[config.mk]
export PLATFORM = sky130hd
export DESIGN_NAME = bpit_ctrl
export DESIGN_NICKNAME = d
export VERILOG_FILES = /design/src/rtl/bpit_pkg.sv /design/src/rtl/bpit_ctrl.sv
export VERILOG_INCLUDE_DIRS = /design/src /design/src/rtl
export SDC_FILE = /design/constraint.sdc
export NUM_CORES = 1
export LEC_CHECK = 0
export BUFFER_PORTS_ARGS = -buffer_cell sky130_fd_sc_hd__buf_2
export CAP_MARGIN = 5
export CELL_PAD_IN_SITES_DETAIL_PLACEMENT = 0
export CELL_PAD_IN_SITES_GLOBAL_PLACEMENT = 1
export CORE_MARGIN = 4
export CORE_UTILIZATION = 36
export DETAILED_ROUTE_END_ITERATION = 12
export PLACE_DENSITY = 0.91
export SLEW_MARGIN = 20
export SYNTH_ARGS = -nofsm -noshare
export SYNTH_HDL_FRONTEND = slang
export SYNTH_SLANG_ARGS = --single-unit
[constraint.sdc]
create_clock -name clk -period 3.8 [get_ports clk]
set_input_delay 0.76 -clock clk [delete_from_list [all_inputs] [get_ports clk]]
set_output_delay 0.76 -clock clk [all_outputs]
set_load 0.01 [all_outputs]
[src/rtl/breakpoint_interpolation_table_unit_macros.svh]
// Assertion macros shared by the breakpoint interpolation table unit
`ifndef BREAKPOINT_INTERPOLATION_TABLE_UNIT_MACROS_SVH
`define BREAKPOINT_INTERPOLATION_TABLE_UNIT_MACROS_SVH

// Same-cycle implication, disabled during reset.
`define BPIT_ASSERT_IMP(lbl, clk, rst, ante, cons, msg) \
  lbl: assert property (@(posedge clk) disable iff (rst) (ante) |-> (cons)) \
    else $error(msg);

// Next-cycle implication, disabled during reset.
`define BPIT_ASSERT_NXT(lbl, clk, rst, ante, cons, msg) \
  lbl: assert property (@(posedge clk) disable iff (rst) (ante) |=> (cons)) \
    else $error(msg);

`endif

[src/rtl/bpit_pkg.sv]
`timescale 1ns / 1ps
// Shared types and constants for the breakpoint interpolation table unit
package bpit_pkg;

  localparam int VAL_W = 32;

  typedef enum logic [1:0] {
    MODE_INS_SINGLE = 2'd0,
    MODE_INS_PAIR   = 2'd1,
    MODE_ERASE      = 2'd2,
    MODE_QUERY      = 2'd3
  } mode_t;

  typedef struct packed {
    logic [VAL_W-1:0] key;
    logic [VAL_W-1:0] left;
    logic [VAL_W-1:0] right;
  } row_t;

  typedef enum logic [4:0] {
    ST_IDLE,
    ST_SRCH_RD,
    ST_SRCH_CMP,
    ST_CHECK,
    ST_DISPATCH,
    ST_INS_MOVE,
    ST_INS_PUT,
    ST_ERA_MOVE,
    ST_ERA_END,
    ST_Q_LO,
    ST_Q_RD_HI,
    ST_Q_HI,
    ST_MUL,
    ST_DIV,
    ST_DIV_WAIT,
    ST_DONE
  } state_t;

  typedef enum logic [4:0] {
    CMD_NONE,
    CMD_LOAD,
    CMD_SRCH_RD,
    CMD_SRCH_CMP,
    CMD_IDX_RD,
    CMD_CHECK,
    CMD_RES_LEFT,
    CMD_UPD_RIGHT,
    CMD_INS_PRIME,
    CMD_INS_MOVE,
    CMD_INS_PUT,
    CMD_ERA_PRIME,
    CMD_ERA_MOVE,
    CMD_ERA_END,
    CMD_Q_RD_LO,
    CMD_Q_LO,
    CMD_Q_RD_HI,
    CMD_Q_HI,
    CMD_MUL,
    CMD_DIV_START,
    CMD_RES_DIV,
    CMD_PUSH
  } cmd_t;

  typedef struct packed {
    mode_t mode;
    logic  lo_eq_hi;
    logic  exists;
    logic  count_zero;
    logic  count_full;
    logic  idx_at_count;
    logic  idx_last;
    logic  hq_zero;
    logic  hq_at_end;
    logic  ins_last;
    logic  era_last;
    logic  span_zero;
    logic  div_busy;
  } status_t;

endpackage

[src/rtl/bpit_ctrl.sv]
`timescale 1ns / 1ps
// Controller: sequences search, shift, query and divide steps for one transaction
`include "breakpoint_interpolation_table_unit_macros.svh"
module bpit_ctrl (
  input  logic              clk,
  input  logic              rst,
  input  logic              in_valid,
  output logic              in_ready,
  output logic              out_valid,
  input  logic              out_ready,
  output bpit_pkg::cmd_t    cmd,
  input  bpit_pkg::status_t st
);

  bpit_pkg::state_t state;
  bpit_pkg::state_t state_next;
  logic             out_valid_next;

  always_ff @(posedge clk) begin
    if (rst) begin
      state     <= bpit_pkg::ST_IDLE;
      out_valid <= 1'b0;
    end else begin
      state     <= state_next;
      out_valid <= out_valid_next;
    end
  end

  always_comb begin
    state_next     = state;
    cmd            = bpit_pkg::CMD_NONE;
    in_ready       = 1'b0;
    out_valid_next = out_valid && !out_ready;
    unique case (state)
      bpit_pkg::ST_IDLE: begin
        in_ready = 1'b1;
        if (in_valid) begin
          cmd        = bpit_pkg::CMD_LOAD;
          state_next = bpit_pkg::ST_SRCH_RD;
        end
      end
      bpit_pkg::ST_SRCH_RD: begin
        if (st.lo_eq_hi) begin
          cmd        = bpit_pkg::CMD_IDX_RD;
          state_next = bpit_pkg::ST_CHECK;
        end else begin
          cmd        = bpit_pkg::CMD_SRCH_RD;
          state_next = bpit_pkg::ST_SRCH_CMP;
        end
      end
      bpit_pkg::ST_SRCH_CMP: begin
        cmd        = bpit_pkg::CMD_SRCH_CMP;
        state_next = bpit_pkg::ST_SRCH_RD;
      end
      bpit_pkg::ST_CHECK: begin
        cmd        = bpit_pkg::CMD_CHECK;
        state_next = bpit_pkg::ST_DISPATCH;
      end
      bpit_pkg::ST_DISPATCH: begin
        priority if (st.mode == bpit_pkg::MODE_QUERY) begin
          if (st.count_zero) begin
            state_next = bpit_pkg::ST_DONE;
          end else if (st.hq_zero) begin
            cmd        = bpit_pkg::CMD_RES_LEFT;
            state_next = bpit_pkg::ST_DONE;
          end else begin
            cmd        = bpit_pkg::CMD_Q_RD_LO;
            state_next = bpit_pkg::ST_Q_LO;
          end
        end else if (st.mode == bpit_pkg::MODE_ERASE) begin
          if (!st.exists) begin
            state_next = bpit_pkg::ST_DONE;
          end else if (st.idx_last) begin
            state_next = bpit_pkg::ST_ERA_END;
          end else begin
            cmd        = bpit_pkg::CMD_ERA_PRIME;
            state_next = bpit_pkg::ST_ERA_MOVE;
          end
        end else begin
          if (st.exists) begin
            if (st.mode == bpit_pkg::MODE_INS_SINGLE) begin
              cmd = bpit_pkg::CMD_UPD_RIGHT;
            end
            state_next = bpit_pkg::ST_DONE;
          end else if (st.count_full) begin
            state_next = bpit_pkg::ST_DONE;
          end else if (st.idx_at_count) begin
            state_next = bpit_pkg::ST_INS_PUT;
          end else begin
            cmd        = bpit_pkg::CMD_INS_PRIME;
            state_next = bpit_pkg::ST_INS_MOVE;
          end
        end
      end
      bpit_pkg::ST_INS_MOVE: begin
        cmd = bpit_pkg::CMD_INS_MOVE;
        if (st.ins_last) begin
          state_next = bpit_pkg::ST_INS_PUT;
        end
      end
      bpit_pkg::ST_INS_PUT: begin
        cmd        = bpit_pkg::CMD_INS_PUT;
        state_next = bpit_pkg::ST_DONE;
      end
      bpit_pkg::ST_ERA_MOVE: begin
        cmd = bpit_pkg::CMD_ERA_MOVE;
        if (st.era_last) begin
          state_next = bpit_pkg::ST_ERA_END;
        end
      end
      bpit_pkg::ST_ERA_END: begin
        cmd        = bpit_pkg::CMD_ERA_END;
        state_next = bpit_pkg::ST_DONE;
      end
      bpit_pkg::ST_Q_LO: begin
        cmd = bpit_pkg::CMD_Q_LO;
        // at or past the last key the lower point's right value is the answer
        state_next = st.hq_at_end ? bpit_pkg::ST_DONE : bpit_pkg::ST_Q_RD_HI;
      end
      bpit_pkg::ST_Q_RD_HI: begin
        cmd        = bpit_pkg::CMD_Q_RD_HI;
        state_next = bpit_pkg::ST_Q_HI;
      end
      bpit_pkg::ST_Q_HI: begin
        cmd        = bpit_pkg::CMD_Q_HI;
        state_next = bpit_pkg::ST_MUL;
      end
      bpit_pkg::ST_MUL: begin
        cmd        = bpit_pkg::CMD_MUL;
        state_next = st.span_zero ? bpit_pkg::ST_DONE : bpit_pkg::ST_DIV;
      end
      bpit_pkg::ST_DIV: begin
        cmd        = bpit_pkg::CMD_DIV_START;
        state_next = bpit_pkg::ST_DIV_WAIT;
      end
      bpit_pkg::ST_DIV_WAIT: begin
        if (!st.div_busy) begin
          cmd        = bpit_pkg::CMD_RES_DIV;
          state_next = bpit_pkg::ST_DONE;
        end
      end
      bpit_pkg::ST_DONE: begin
        if (!out_valid || out_ready) begin
          cmd            = bpit_pkg::CMD_PUSH;
          out_valid_next = 1'b1;
          state_next     = bpit_pkg::ST_IDLE;
        end
      end
      default: state_next = bpit_pkg::ST_IDLE;
    endcase
  end

  `BPIT_ASSERT_IMP(a_push_free, clk, rst, cmd == bpit_pkg::CMD_PUSH, !out_valid || out_ready, "result register overwritten")
  `BPIT_ASSERT_NXT(a_div_runs, clk, rst, state == bpit_pkg::ST_DIV, st.div_busy, "divider did not start")

endmodule

==> out/qor.yml, run 1 <==
nNetsFinal: 138
register_area_sq_um: 100
status: "finished, final reports clean"
cp-start-kind: "input pin"
worstPathArrival_ns: 1.93
die_x_um: 52.4
clk-insertion-delay-late_ns: 0.23
netlist_instances: 96
clock_skew_ns: 0.000998
wire_per_inst_um: 12.8
synthFlopType: "dfxtp_1"
ys_warn_count: 0
cts_resized: 0
critical_path_peak_fanout: 7
n_fill_cell: 198
grt_pass1_vias: 746
gp_congestion: 0.798
drtPass1Iterations: 4
cts_tree: "yes"
dp_slack_ns: 1.12
avgViaCountPerCell: 5.58
dr.first_iter.drc_count: 19
tns_ns: 0
dieArea_sq_um: 2740
final-setup-viol-count: 0
worst_slack_ns: 1.11
overflow: 0
reg2reg_from: "state[0]"
hold_buffers: 0
startpoint: "st[13]"
placed_cells: 140
rows: 15
cts_root_buf: "clkbuf_4"
hold_violations: 0
core-area_sq_um: 1800
antenna_found_initial: 0
required_ns: 3.04
synth-seq-cells: 5
die_y_um: 52.4
hold_start: "out_valid"
post_route_cells_drive_above_1_share_pct: 29.4
post-route-min-period_ns: 2.69
post-dp-hpwl_um: 1470
seq_area_frac_synth_pct: 14.1
finalNonFillerCells: 144
leakage_nw: 0.347
holdWs_ns: 0.497
max_slew_margin_pct: 51.0
worst_slew_pin_slew_ns: 0.735
power_uw: 260
critPathKind: "in -> out"
max_freq_mhz: 371
postCtsSetupBuffers: 0
wirelength_um: 1840
synthArstFlopShare_pct: 0
final_cell_mix: "24 x buf_2, 12 x nand2_1, 7 x nand2b_1, 6 x a21oi_1"
min_path_type: "reg -> reg"
drc_errors: 0
clock-sinks: 5
ir_drop_mv: 0.184
ant_nets: 0
cts_buffers: 3
cp-end-kind: "output pin"
syn_to_final_growth_pct: 20.3
path_clk_slew_ns: 0.04
portBuffers: 24
syn_nets: 114
synth_edf_count: 0
initial_utilization_pct: 39.4
io-pin-count: 25
synth_area_per_cell_sq_um: 7.39
grt_pass1_wl_um: 3200
power.density_nw_per_um2: 304
grt_start_max_net_pins: 24
layout.cells.most_common: "buf_2"
grtUsageTotal_pct: 15.2
cts.htree.levels: 1
synth.distinct_cells: 46
syn_area_sq_um: 709
dr_total_vias: 803
diodes: 0
clockBufferDepth: 2
finalCritPeriodShare_pct: 70.9
finalMaxSlewViolations: 0
cap_violations: 0
multiInputGateArea_sq_um: 561
rsz0062_at_grt: "no"
## sequential cells by signal, summed over array words and instances (netlist names)
signal	cells
state	4
out_valid	1
## power by group
part	switching, mW	leakage, nW	internal [mW]
sequential	0.0258	0.0408	0.0582
clock	0.0191	0.0150	0.0395
combinational	0.0589	0.291	0.0582
## worst paths after layout
check              endpoint  slack, ns  cells past startpoint
setup / recovery     cmd[3]       1.11                      6
setup reg to reg   state[0]       1.95                      4
hold / removal    out_valid       0.50                      2
hold reg to reg   out_valid       0.50                      2
## cell usage after synthesis, drive strengths merged, types with 2 or more instances
library cell  count  area [sq um]
a21boi            2          15.0
o31ai             2          15.0
a21oi             6          30.0
nand2b            7          43.8
nor2b             4          25.0
o211ai            2          15.0
buf               5          33.8
nand4             2          12.5
nor2              5          18.8
o2111ai           2          17.5
dfxtp             5           100
inv               4          15.0
nand3             3          20.0
o22ai             2          12.5
a22oi             2          33.8
nand2            12          45.0
a211oi            3          22.5
a211o             2          17.5
o21ai             5          25.0
## layout make-up
type,count,area share (%)
multi-input cells,82,65.7
repair buffers,24,14.1
flip-flops and latches,5,11.7
well taps,25,3.67
clock buffers,4,3.08
inverters,4,1.76
## cells by family after synthesis
group,after synthesis,share of synthesized area (%)
AND/OR/NAND/NOR,43,35.5
AO/OA/AOI/OAI,36,39.3
buffers and inverters,9,6.88
flip-flops,5,14.1
multiplexers,2,3.00
XOR/XNOR,1,1.23
## worst max-delay path: stages
cell,delay [ns]
buf_2,0.13
or4_1,0.52
o31ai_1,0.10
o41ai_1,0.12
o21ai_1,0.15
buf_2,0.14
## routing by layer
metal	part of all wire (%)	global-route usage, %	wire (um)	vias to the layer above
met2	51	24.2	938	15
met4	0	6.38	0	0
met1	46	20.3	840	371
met5	0	0	0	-
li1	-	-	-	417
met3	3.2	1.71	59	0
## per-stage QoR
step / util [%] / cell area (sq um)
after detailed placement: 45.9 / 827
after floorplan: - / 709
final: 47.4 / 853
after CTS: 47.4 / 853
after global routing: 47.4 / 853
after global placement: 45.9 / 827
Note: power is estimated with default switching activity, not from simulation.
==> run 2, diff against run 1 <==
CORE_UTILIZATION = 34   (was 36)
PLACE_DENSITY = 0.87   (was 0.91)
clock period = 2.7 ns   (was 3.8 ns; I/O delays follow)
==> out/qor.yml, run 2 (synthesized netlist as in run 1, its figures left out) <==
status: "finished, final reports clean"  # unchanged
crit_chain: "inv_1 -> or3_1 -> o31ai_1 -> a211o_1 -> buf_2"  # was buf_2 -> or4_1 -> o31ai_1 -> o41ai_1 -> o21ai_1 -> buf_2
cts_resized: 0  # unchanged
nNetsFinal: 139  # was 138
hold_violations: 0  # unchanged
slowest_delay_ns: 0.60  # was 0.52 ns
grt_pass1_wl_um: 3310  # was 3200 um
portBuffers: 24  # unchanged
clock_skew_ns: 0.00759  # was 0.000998 ns
initial_utilization_pct: 35.8  # was 39.4%
clockBufferDepth: 2  # unchanged
max_slew_margin_pct: 62.4  # was 51.0%
io-pin-count: 25  # unchanged
finalMaxSlewViolations: 0  # unchanged
core-area_sq_um: 1980  # was 1800 sq um
grtUsageTotal_pct: 15.3  # was 15.2%
cp-start-kind: "flop"  # was input pin
dr.first_iter.drc_count: 17  # was 19
die_x_um: 53.7  # was 52.4 um
avgViaCountPerCell: 5.67  # was 5.58
slowest_stage: "dfxtp_1"  # was or4_1
syn_to_final_growth_pct: 21.7  # was 20.3%
multiInputGateArea_sq_um: 561  # unchanged
gp_congestion: 0.820  # was 0.798
antenna_found_initial: 0  # unchanged
power.density_nw_per_um2: 440  # was 304 nW/um^2
overflow: 0  # unchanged
grt_start_max_net_pins: 18  # was 24
rows: 16  # was 15
wire_per_inst_um: 13.5  # was 12.8 um
regMostFlops: "state"  # unchanged
n_fill_cell: 213  # was 198
hold_buffers: 0  # unchanged
rsz0062_at_grt: "no"  # unchanged
top_regs: "state x4, out_valid x1"  # unchanged
worst_slew_pin_slew_ns: 0.563  # was 0.735 ns
max_freq_mhz: 409
postCtsSetupBuffers: 0  # unchanged
wirelength_um: 1990  # was 1840 um
cap_violations: 0  # unchanged
dieArea_sq_um: 2880  # was 2740 sq um
cp-end-kind: "output pin"  # unchanged
critical_path_peak_fanout: 14  # was 7
required_ns: 2.16  # was 3.04 ns
critPathKind: "reg -> out"  # was in -> out
finalCritPeriodShare_pct: 90.5
cts_tree: "yes"  # unchanged
cts_root_buf: "clkbuf_4"  # unchanged
cts.htree.levels: 1  # unchanged
clock-sinks: 5  # unchanged
final-setup-viol-count: 0  # unchanged
layout.cells.most_common: "buf_2"  # unchanged
min_path_type: "reg -> reg"  # unchanged
worstPathArrival_ns: 1.90  # was 1.93 ns
power_uw: 380  # was 260 uW
register_area_sq_um: 100  # unchanged
dr_total_vias: 833  # was 803
holdWs_ns: 0.491  # was 0.497 ns
largest_register_ffs: 4  # unchanged
post_route_cells_drive_above_1_share_pct: 30.0  # was 29.4%
clk-insertion-delay-late_ns: 0.25  # was 0.23 ns
post-dp-hpwl_um: 1560  # was 1470 um
drc_errors: 0  # unchanged
tns_ns: 0  # unchanged
final_cell_mix: "24 x buf_2, 12 x nand2_1, 7 x nand2b_1, 6 x a21oi_1"  # unchanged
path_clk_slew_ns: 0.04  # about the same
diodes: 0  # unchanged
grt_pass1_vias: 740  # was 746
die_y_um: 53.7  # was 52.4 um
drtPass1Iterations: 4  # unchanged
cts_buffers: 3  # unchanged
leakage_nw: 0.352  # was 0.347 nW
finish.utilization_pct: 43.6  # was 47.4%
ant_nets: 0  # unchanged
post-route-min-period_ns: 2.44
ir_drop_mv: 0.156  # was 0.184 mV
run 2: cell types whose count changed in the layout (fill, tap and decap cells not counted):
| cell | before | now |
|---|---|---|
| buf_4 | 0 | 1 |
run 2: stage by stage:
| step | setup WS (ns) | area, sq um | std cells |
|---|---|---|---|
| floorplan | 0.712 | 709 | 96 |
| global placement | 0.495 | 837 | 143 |
| detailed placement | 0.473 | 837 | 143 |
| CTS | 0.270 | 863 | 147 |
| global route | 0.111 | 863 | 147 |
| finish | 0.257 | 863 | 147 |
run 2: per-layer routing:
layer  track usage, %  up-vias  part of all wire (%)
met5                0        -                     0
met4             3.83        0                  0.65
met3             4.43        2                   5.6
met2             24.0       26                    50
met1             20.4      388                    44
li1                 -      417                     -
run 2: worst max-delay path: cells and delay by family (launching register included):
kind / cells / cell delay [ns]
DFF: 1 / 0.60
and+or+nand+nor: 1 / 0.40
AOI/OAI and AO/OA: 2 / 0.36
buffers and inverters: 2 / 0.30
run 2: power breakdown:
group / total (mW) / switching (mW) / leakage, nW / internal, mW
sequential: 0.112 / 0.0302 / 0.0408 / 0.0818
combinational: 0.176 / 0.0909 / 0.296 / 0.0852
clock: 0.0919 / 0.0358 / 0.0150 / 0.0562
run 2: path summary, 6_finish.rpt:
| kind | startpoint | depth (start not counted) | to | slack [ns] |
|---|---|---|---|---|
| worst max register to register | state[0] | 5 | state[0] | 0.87 |
| worst min register to register | out_valid | 2 | out_valid | 0.49 |
| worst min-delay path | out_valid | 2 | out_valid | 0.49 |
| worst max-delay path | state[2] | 5 | cmd[2] | 0.26 |
run 2: layout make-up:
class                      count  area share [%]
tap                           27            3.91
multi-input combinational     82            64.9
clock buffer                   4            3.04
inverter                       4            1.74
timing repair buffer          25            14.8
sequential                     5            11.6
